[config.mk]
export PLATFORM = sky130hd
export DESIGN_NAME = mecanum_wheel_mixer_unit
export DESIGN_NICKNAME = d
export VERILOG_FILES = /design/src/rtl/core/mwm_pkg.sv /design/src/rtl/core/mwm_front.sv /design/src/rtl/core/mwm_div_stage.sv /design/src/rtl/core/mecanum_wheel_mixer_unit.sv
export SDC_FILE = /design/constraint.sdc
export NUM_CORES = 2
export LEC_CHECK = 0
export ABC_AREA = 0
export BUFFER_PORTS_ARGS = -buffer_cell sky130_fd_sc_hd__buf_2
export CORE_MARGIN = 4
export CORE_UTILIZATION = 60
export DETAILED_ROUTE_END_ITERATION = 6
export PLACE_DENSITY_LB_ADDON = 0.05
export SYNTH_ARGS = -nofsm -noshare
export SYNTH_HDL_FRONTEND = slang
export SYNTH_SLANG_ARGS = --single-unit
[constraint.sdc]
create_clock -name clock -period 80.7 [get_ports clock]
set_clock_uncertainty 0.1 [all_clocks]
set_input_delay 8.07 -clock clock [delete_from_list [all_inputs] [get_ports clock]]
set_output_delay 8.07 -clock clock [all_outputs]
set_load 0.02 [all_outputs]
[src/rtl/core/mwm_pkg.sv]
// Shared widths, codes and pipeline bus types for the mecanum wheel mixer.
package mwm_pkg;

   localparam int FRAC_BITS  = 14;
   localparam int DUTY_BITS  = 8;
   localparam int NUM_WHEELS = 4;

   localparam int IN_W     = 16;                      // command component width
   localparam int SUM_W    = IN_W + 2;                // signed three-term sum
   localparam int MAG_W    = IN_W + 1;                // magnitude of a sum
   localparam int SL_W     = 8;                       // speed limit register
   localparam int PROD_W   = MAG_W + SL_W;            // |sum| * speed limit
   localparam int Q_W      = DUTY_BITS;               // quotient bits
   localparam int DEN_SH_W = MAG_W + DUTY_BITS - 1;   // divisor aligned to top bit

   localparam logic [MAG_W-1:0] UNIT_VAL       = MAG_W'(1) << FRAC_BITS;
   localparam logic [SL_W-1:0]  SPEED_LIMIT_RST = '1;

   typedef enum logic [1:0] {
      DIR_OFF = 2'd0,
      DIR_FWD = 2'd1,
      DIR_REV = 2'd2
   } dir_type;

   typedef struct packed {
      logic [PROD_W-1:0] rem;   // partial remainder
      logic [Q_W-1:0]    quo;   // quotient bits so far
      logic              neg;   // wheel sum was negative
   } lane_type;

   typedef struct packed {
      logic                         valid;
      logic [DEN_SH_W-1:0]          den_sh;
      lane_type [NUM_WHEELS-1:0]    lane;
   } div_bus_type;

endpackage

[src/rtl/core/mwm_front.sv]
// Front end: wheel sums and magnitudes, then peak, divisor and scaling product.
module mwm_front (
   input  logic                             clock,
   input  logic                             reset,
   input  logic                             en,
   input  logic                             valid_in,
   input  logic [mwm_pkg::IN_W-1:0]         vel_forward,
   input  logic [mwm_pkg::IN_W-1:0]         vel_sideways,
   input  logic [mwm_pkg::IN_W-1:0]         vel_rotate,
   input  logic [mwm_pkg::SL_W-1:0]         speed_limit,
   output mwm_pkg::div_bus_type             bus_out
);

   logic signed [mwm_pkg::SUM_W-1:0] x_ext, y_ext, w_ext;
   logic signed [mwm_pkg::SUM_W-1:0] sum_in [mwm_pkg::NUM_WHEELS];

   logic                              s1_valid_ff;
   logic [mwm_pkg::MAG_W-1:0]         mag_in [mwm_pkg::NUM_WHEELS];
   logic [mwm_pkg::MAG_W-1:0]         mag_ff [mwm_pkg::NUM_WHEELS];
   logic [mwm_pkg::NUM_WHEELS-1:0]    neg_in, neg_ff;

   logic [mwm_pkg::MAG_W-1:0]         peak_a, peak_b, peak, den;
   mwm_pkg::div_bus_type              bus_in, bus_ff;

   // stage 1: FL=x+y+w, FR=x-y-w, RL=x-y+w, RR=x+y-w
   always_comb begin
      x_ext = {{2{vel_forward[mwm_pkg::IN_W-1]}},  vel_forward};
      y_ext = {{2{vel_sideways[mwm_pkg::IN_W-1]}}, vel_sideways};
      w_ext = {{2{vel_rotate[mwm_pkg::IN_W-1]}},   vel_rotate};
      sum_in[0] = x_ext + y_ext + w_ext;
      sum_in[1] = x_ext - y_ext - w_ext;
      sum_in[2] = x_ext - y_ext + w_ext;
      sum_in[3] = x_ext + y_ext - w_ext;
      for (int k = 0; k < mwm_pkg::NUM_WHEELS; k++) begin
         neg_in[k] = sum_in[k][mwm_pkg::SUM_W-1];
         mag_in[k] = neg_in[k] ? mwm_pkg::MAG_W'(-sum_in[k])
                               : mwm_pkg::MAG_W'(sum_in[k]);
      end
   end

   always_ff @(posedge clock) begin
      if (reset) begin
         s1_valid_ff <= 1'b0;
      end else if (en) begin
         s1_valid_ff <= valid_in;
      end
   end

   always_ff @(posedge clock) begin
      if (en) begin
         mag_ff <= mag_in;
         neg_ff <= neg_in;
      end
   end

   // stage 2: divisor is the peak magnitude, floored at 1.0
   always_comb begin
      peak_a = (mag_ff[0] > mag_ff[1]) ? mag_ff[0] : mag_ff[1];
      peak_b = (mag_ff[2] > mag_ff[3]) ? mag_ff[2] : mag_ff[3];
      peak   = (peak_a > peak_b) ? peak_a : peak_b;
      den    = (peak > mwm_pkg::UNIT_VAL) ? peak : mwm_pkg::UNIT_VAL;

      bus_in.valid  = s1_valid_ff;
      bus_in.den_sh = {den, {(mwm_pkg::DUTY_BITS-1){1'b0}}};
      for (int k = 0; k < mwm_pkg::NUM_WHEELS; k++) begin
         bus_in.lane[k].rem = mwm_pkg::PROD_W'(mag_ff[k]) * mwm_pkg::PROD_W'(speed_limit);
         bus_in.lane[k].quo = '0;
         bus_in.lane[k].neg = neg_ff[k];
      end
   end

   always_ff @(posedge clock) begin
      if (reset) begin
         bus_ff.valid <= 1'b0;
      end else if (en) begin
         bus_ff <= bus_in;
      end
   end

   assign bus_out = bus_ff;

endmodule

[src/rtl/core/mwm_div_stage.sv]
// One restoring-division step: one quotient bit for all four wheels.
module mwm_div_stage (
   input  logic                 clock,
   input  logic                 reset,
   input  logic                 en,
   input  mwm_pkg::div_bus_type bus_in,
   output mwm_pkg::div_bus_type bus_out
);

   mwm_pkg::div_bus_type bus_nx_in, bus_ff;
   logic [mwm_pkg::PROD_W-1:0] den_cmp;
   logic                       take;

   always_comb begin
      bus_nx_in        = bus_in;
      den_cmp          = mwm_pkg::PROD_W'(bus_in.den_sh);
      bus_nx_in.den_sh = bus_in.den_sh >> 1;
      for (int k = 0; k < mwm_pkg::NUM_WHEELS; k++) begin
         take = (bus_in.lane[k].rem >= den_cmp);
         bus_nx_in.lane[k].rem = take ? (bus_in.lane[k].rem - den_cmp) : bus_in.lane[k].rem;
         bus_nx_in.lane[k].quo = {bus_in.lane[k].quo[mwm_pkg::Q_W-2:0], take};
      end
   end

   always_ff @(posedge clock) begin
      if (reset) begin
         bus_ff.valid <= 1'b0;
      end else if (en) begin
         bus_ff <= bus_nx_in;
      end
   end

   assign bus_out = bus_ff;

endmodule

[src/rtl/core/mecanum_wheel_mixer_unit.sv]
// Mecanum wheel mixer top level: command in, four wheel duty/direction pairs out.
//
// Usage
//   req_*  : one motion request per beat (forward, sideways, rotation, Q1.14).
//   rsp_*  : one result per request, four duty magnitudes and bridge codes.
//   csr_*  : speed limit register; write it only while the block is empty.
// Pipeline: two front-end stages, eight division stages, one output
//   register between request acceptance and rsp_tvalid.
// Throughput: one request per cycle while no result is held at the output;
//   the eight-stage divider, one quotient bit per stage, sets the depth and
//   every stage takes a new request each cycle unless stalled.
// Reset (synchronous, active high) empties the pipeline and sets the speed
//   limit to 255.
// Stall: when rsp_tready is low with a result waiting, every stage holds and
//   req_tready drops in the same cycle; nothing is lost or repeated. All
//   stages move together, so bubbles are carried along, not squeezed out.
// Scaling: wheel = |sum| * speed_limit / max(peak |sum|, 1.0), truncated.
//   The quotient can never exceed 255, so no clamp stage is needed.
module mecanum_wheel_mixer_unit (
   input  logic        clock,
   input  logic        reset,
   // request channel
   input  logic        req_tvalid,
   output logic        req_tready,
   input  logic [47:0] req_tdata,   // vel_forward[15:0], vel_sideways[31:16], vel_rotate[47:32]
   // result channel
   output logic        rsp_tvalid,
   input  logic        rsp_tready,
   output logic [39:0] rsp_tdata,   // duty_front_left[7:0], dir_front_left[9:8],
                                    // duty_front_right[17:10], dir_front_right[19:18],
                                    // duty_rear_left[27:20], dir_rear_left[29:28],
                                    // duty_rear_right[37:30], dir_rear_right[39:38]
   // speed limit register
   input  logic        csr_we,
   input  logic [7:0]  csr_wdata
);

   logic                         en;
   logic [mwm_pkg::SL_W-1:0]     speed_limit_ff;
   mwm_pkg::div_bus_type         div_bus [mwm_pkg::Q_W+1];

   logic                         rsp_valid_ff;
   logic [39:0]                  rsp_data_in, rsp_data_ff;
   mwm_pkg::dir_type             dir_in [mwm_pkg::NUM_WHEELS];

   // whole pipeline advances unless a result is held at the output
   assign en         = !rsp_valid_ff || rsp_tready;
   assign req_tready = en;

   always_ff @(posedge clock) begin
      if (reset) begin
         speed_limit_ff <= mwm_pkg::SPEED_LIMIT_RST;
      end else if (csr_we) begin
         speed_limit_ff <= csr_wdata;
      end
   end

   mwm_front u_front (
      .clock        (clock),
      .reset        (reset),
      .en           (en),
      .valid_in     (req_tvalid),
      .vel_forward  (req_tdata[15:0]),
      .vel_sideways (req_tdata[31:16]),
      .vel_rotate   (req_tdata[47:32]),
      .speed_limit  (speed_limit_ff),
      .bus_out      (div_bus[0])
   );

   // quotient bits MSB first, divisor shifted right one place per stage
   for (genvar g = 0; g < mwm_pkg::Q_W; g++) begin : g_div
      mwm_div_stage u_div (
         .clock   (clock),
         .reset   (reset),
         .en      (en),
         .bus_in  (div_bus[g]),
         .bus_out (div_bus[g+1])
      );
   end

   // zero quotient means bridge off, even for a small non-zero sum
   always_comb begin
      for (int k = 0; k < mwm_pkg::NUM_WHEELS; k++) begin
         if (div_bus[mwm_pkg::Q_W].lane[k].quo == '0) begin
            dir_in[k] = mwm_pkg::DIR_OFF;
         end else if (div_bus[mwm_pkg::Q_W].lane[k].neg) begin
            dir_in[k] = mwm_pkg::DIR_REV;
         end else begin
            dir_in[k] = mwm_pkg::DIR_FWD;
         end
         rsp_data_in[k*10 +: 8]     = div_bus[mwm_pkg::Q_W].lane[k].quo;
         rsp_data_in[k*10 + 8 +: 2] = dir_in[k];
      end
   end

   always_ff @(posedge clock) begin
      if (reset) begin
         rsp_valid_ff <= 1'b0;
      end else if (en) begin
         rsp_valid_ff <= div_bus[mwm_pkg::Q_W].valid;
      end
   end

   always_ff @(posedge clock) begin
      if (en) begin
         rsp_data_ff <= rsp_data_in;
      end
   end

   assign rsp_tvalid = rsp_valid_ff;
   assign rsp_tdata  = rsp_data_ff;

endmodule
**Word-level counts from Yosys, hierarchy flattened**

Index checks and enable logic that the tools add are counted.
Widths: inputs -> output; s select.

- Mux-type cells: 39
- Shift-type cells: 0
- Reduce and logical (&&, ||, !) cells: 7
- Equality and inequality tests: 0
- Bitwise logic cells: 1
- Add/sub/neg operators: 38
- Multiply operators: 4
- $lt $le $gt $ge: 36
- Divide/modulo/power cells: 0

Operator list:

| kind | number |
|---|---|
| $mux 25 | 28 |
| $mux 17 | 7 |
| $ge 25x17->1 | 4 |
| $ge 25x18->1 | 4 |
| $ge 25x19->1 | 4 |
| $ge 25x20->1 | 4 |
| $ge 25x21->1 | 4 |
| $ge 25x22->1 | 4 |
| $ge 25x23->1 | 4 |
| $ge 25x24->1 | 4 |
| $mul 17x8->25 | 4 |
| $sub 25x18->25 | 4 |
| $sub 25x19->25 | 4 |
| $sub 25x20->25 | 4 |
| $sub 25x21->25 | 4 |
| $sub 25x22->25 | 4 |
| $sub 25x23->25 | 4 |
| $sub 25x24->25 | 4 |
| $neg 17->17 | 4 |
| $gt 17x17->1 | 3 |
| $add 17x16->18 | 2 |
| $sub 17x16->18 | 2 |
| $logic_not 8->1 | 4 |
| $add 16x16->17 | 1 |
| 7 further kinds | 10 |

- Logic and storage cells: 255
- Memories: 0
- Memory bits (read-only): 0
- Memory bits (writable): 0
- Output and inout bits: 42
- Flip-flop bits (word level): 1247
- Input bits: 61
- Bits in latches: 0

**Longest topological paths before layout**

- Depth in word-level cells: 5
- Gate-level depth with buffers: 26

**By module**

A second synthesis with hierarchy kept.

- Cells, all modules: 11986
- Area total of the unflattened synthesis: 121437.7 µm²

Modules (own cells, without submodules):

| module | area an instance (µm²) | cells an instance | sequential area each (µm²) | instances |
|---|---|---|---|---|
| mwm_div_stage at g_div[5].u_div ... | 10984.3 | 1063 | 4794.6 | 3 |
| mwm_front | 30578.1 | 3324 | 5775.5 | 1 |
| mwm_div_stage at g_div[3].u_div ... | 11106.9 | 1064 | 4794.6 | 2 |
| mwm_div_stage at g_div[1].u_div | 11405.9 | 1089 | 4794.6 | 1 |
| mwm_div_stage at g_div[0].u_div | 11383.4 | 1080 | 4794.6 | 1 |
| mwm_div_stage at g_div[2].u_div | 11264.6 | 1090 | 4794.6 | 1 |
| mecanum_wheel_mixer_unit | 1639.1 | 86 | 1381.3 | 1 |

**Worst setup path after synthesis**

Ideal clock, no wire load.

- Kind: input to register
- Start: in reset
- End: reg g_div[0].u_div.bus_ff, in the netlist g_div[0].u_div.bus_out[0] (enable)
- Arrival time: 54.123 ns
- Path slack: 23.856 ns
- Cell stages on the path: 2
- Required time: 77.980 ns
- Cells stage by stage: clkbuf_1 -> nor2_1

- Word-level cells in the longest chain between the ends: 2

RTL lines:

| what | RTL line | text |
|---|---|---|
| start, declared | mecanum_wheel_mixer_unit.sv:21 | `input logic reset,` |
| $not 1->1 (no source line) | n/a |  |
| $reduce_and 2->1 (no source line) | n/a |  |
| end signal, assigned | mwm_div_stage.sv:29 | `bus_ff <= bus_nx_in;` |
| end, declared | mwm_div_stage.sv:10 | `mwm_pkg::div_bus_type bus_nx_in, bus_ff;` |

Every way passes these cells.
A chain may end at the register's enable or synchronous reset.

**Worst setup path in the final report**

- Start: in rsp_tready
- End: out req_tready

- Word-level cells in the longest chain between the ends: 1

RTL lines:

| what | RTL line | text |
|---|---|---|
| start, declared | mecanum_wheel_mixer_unit.sv:28 | `input logic rsp_tready,` |
| $logic_or 1x1->1 | mecanum_wheel_mixer_unit.sv:47 | `assign en = !rsp_valid_ff \|\| rsp_tready;` |
| end, declared | mecanum_wheel_mixer_unit.sv:24 | `output logic req_tready,` |

Every way passes these cells.

==> metrics.txt <==
Reg2Reg Launch Point u_front.mag_ff[36]; Crit. End Element output port; met2 routed WL 123000 um; fraction of layout cells with a size suffix above 1 6.67%; Worst Hold End g_div[2].u_div.bus_out[105]; Slowest Stage Delay on Critical Path 780 ps; fin nets 10200; post-synthesis async set-or-reset flop share 0%; Worst Hold Class reg -> reg; Finished Core Util 65.3%; H-tree levels 4; final setup TNS 0 ps; maximum clock rate 55.6 MHz; EDFF count, synth 1219; CTS tree built; Top Family by Delay on Critical Path buffers and inverters; fill count 12100; CP Launch Type input pin; CP Max Fanout 57; DRC 0; die area 0.159 mm^2; reg-to-reg endpoint u_front.bus_out[146]; clk sink count 1238; gate count of the mapped netlist 8834; final wirelength 252000 um; DR vias/cell 5.98; Final Max Slew Viols 0; RSZ-0062 raised after global routing no; initial core utilization 60.4%; Worst EP arrival 9830 ps; CP most frequent cell buf_2; top sig layer met5; FF-to-FF path depth 17; Die X-Extent 399 um; vias 66100; global-route wire length before repair 382000 um; final hold violation count 0; Hold Path Depth 0; Final setup viols 0; CP Cell Sequence buf_2 > nor2b_1 > inv_4 > buf_2; area grow syn2layout 8.10%; FP Rows 143; gr ovfl total 0; core area 0.152 mm^2; sequential element share of the synthesized area 40.2%; #FFs+latches synth 1238; gp weighted congestion 0.996; Hold Startpoint g_div[1].u_div.bus_out[104]; Worst Tran Pin Value 1210 ps; largest net degree at the start of global routing 167; post-CTS sizing 0; critical path buffer and inverter count 3; Yosys top cell area share 39.8%; vias in the first global route 65500; clock root cell clkbuf_16; Critical Path RT 72530 ps; post-route ant nets 0; First DRT Iteration DRCs 4703; Cell Area, Synth 0.0919 mm^2; Clock Tree Buf Depth 3; total CTS buffers 140; Tmin final 18000 ps; Netlist cell types 88; Post-CTS Setup Bufs 0; synth warn 0; GR Util All Layers 31.6%; Synth Net Count 10200; R2R Setup Slk 73150 ps; CTS clock-pin slew for the worst setup and hold paths 60 ps; crit path kind in -> out; Clk Latency, worst-skew pair 780 ps; cell taking the most area after synthesis edfxtp_1; antenna violations before repair 8; Avg Synthesized Cell Area 10.4 um^2; Slowest cell on crit path nor2b_1; wl on met1 95100 um; hold buffer count at cts 0; Synth Flop Type edfxtp_1; crit path launch rsp_tready; number of I/O port buffers 102; period utilization 22.3%; I/O Pins 103; max-cap violation count 0; HPWL after DPL 201000 um; Die Span Y 399 um; run status finished, final reports clean; met3 wire length 11600 um; drt wl/cell 22.8 um; DR pass1 iterations 6; max_slew headroom 19.0%; ranking of synthesized cells by area edfxtp_1, ha_1, fa_1
## cell usage after synthesis, types with 21 or more instances
master    count
edfxtp_1   1219
ha_1        879
nand2_1     821
inv_1       780
a21oi_1     554
nor2_1      538
o21ai_0     426
xnor2_1     399
fa_1        394
and2_1      268
xor2_1      237
clkbuf_1    221
a21o_1      198
nor3_1      178
mux2_2      126
nand3_1     125
nor2b_1     122
o21a_1      115
nand2b_1    112
nand4_1      87
o31ai_1      84
nor4_1       77
or3_1        71
a211oi_1     68
mux2i_1      58
a21boi_0     54
a31oi_1      50
and3_1       50
a211o_1      39
o21bai_1     39
or2_2        39
o21ai_1      29
nand4b_1     26
o211ai_1     25
nor4b_1      24
nand3b_1     21
## final cells by class
cell class | instances | area, um^2 | share of cell area (%)
Multi-Input combinational cell | 6565 | 51100 | 51.5
Inverter | 786 | 2950 | 2.97
Timing Repair Buffer | 173 | 1070 | 1.08
Sequential cell | 1238 | 37000 | 37.2
Tap cell | 2030 | 2540 | 2.56
Clock buffer | 169 | 3650 | 3.68
Antenna cell | 2 | 5.00 | 0.00504
Clock inverter | 84 | 995 | 1.00
## sequential cells by signal (all words and copies together), names as in the netlist
name	flops
g_div.u_div.bus_out	996
rsp_tdata	40
u_front.s1_valid_ff	1
speed_limit_ff	8
u_front.mag_ff	67
rsp_tvalid	1
u_front.bus_out	121
u_front.neg_ff	4
## layer usage
layer | up-vias | track usage, %
met5 | - | 0
met4 | 6 | 22.8
met3 | 727 | 4.24
met2 | 2042 | 54.6
met1 | 31700 | 36.1
li1 | 31600 | -
## metrics by stage
step	instances	hold slack [ps]	instance area [um^2]	worst slack, ps
after floorplan	8834	300	91900	23860
after global placement	10800	301	94700	62730
after detailed placement	10800	305	94700	62670
after CTS	11000	297	99300	62650
after global routing	11000	297	99300	62480
final	11000	301	99300	62700
## cell families (layout without fill, tap and decap cells)
| logic type | count (synthesis) | in the layout | synth area share (%) |
|---|---|---|---|
| other cells | 0 | 2 | 0 |
| flops | 1238 | 1238 | 40.2 |
| compound gates | 1850 | 1850 | 12.6 |
| fa+ha+maj | 1273 | 1273 | 20.6 |
| mux | 184 | 184 | 2.18 |
| xor+xnor | 637 | 637 | 6.09 |
| simple gates | 2621 | 2621 | 14.1 |
| buf+inv | 1031 | 1212 | 4.23 |
## worst max-delay path by stage
stage                                      to  slack (ps)  depth (start not counted)
global placement                   req_tready       62730                          4
global route                       req_tready       62480                          4
floorplan           g_div[0].u_div.bus_out[0]       23860                          2
CTS                                req_tready       62650                          4
finish                             req_tready       62700                          4
detailed placement                 req_tready       62670                          4
## layout by cell type, fill, tap and decap left out, types with 112 or more instances in the layout
cell       instances
xnor2_1          399
fa_1             394
ha_1             879
o21a_1           115
nor2_1           537
nor3_1           176
edfxtp_1        1219
nand3_1          125
nand2b_1         112
mux2_2           126
xor2_1           237
inv_1            779
o21ai_0          426
a21oi_1          548
nor2b_1          122
clkbuf_16        142
a21o_1           198
nand2_1          821
and2_1           268
Power is not shown: default switching activity piles up to over one toggle a cycle in this logic, so the estimate is an artifact.
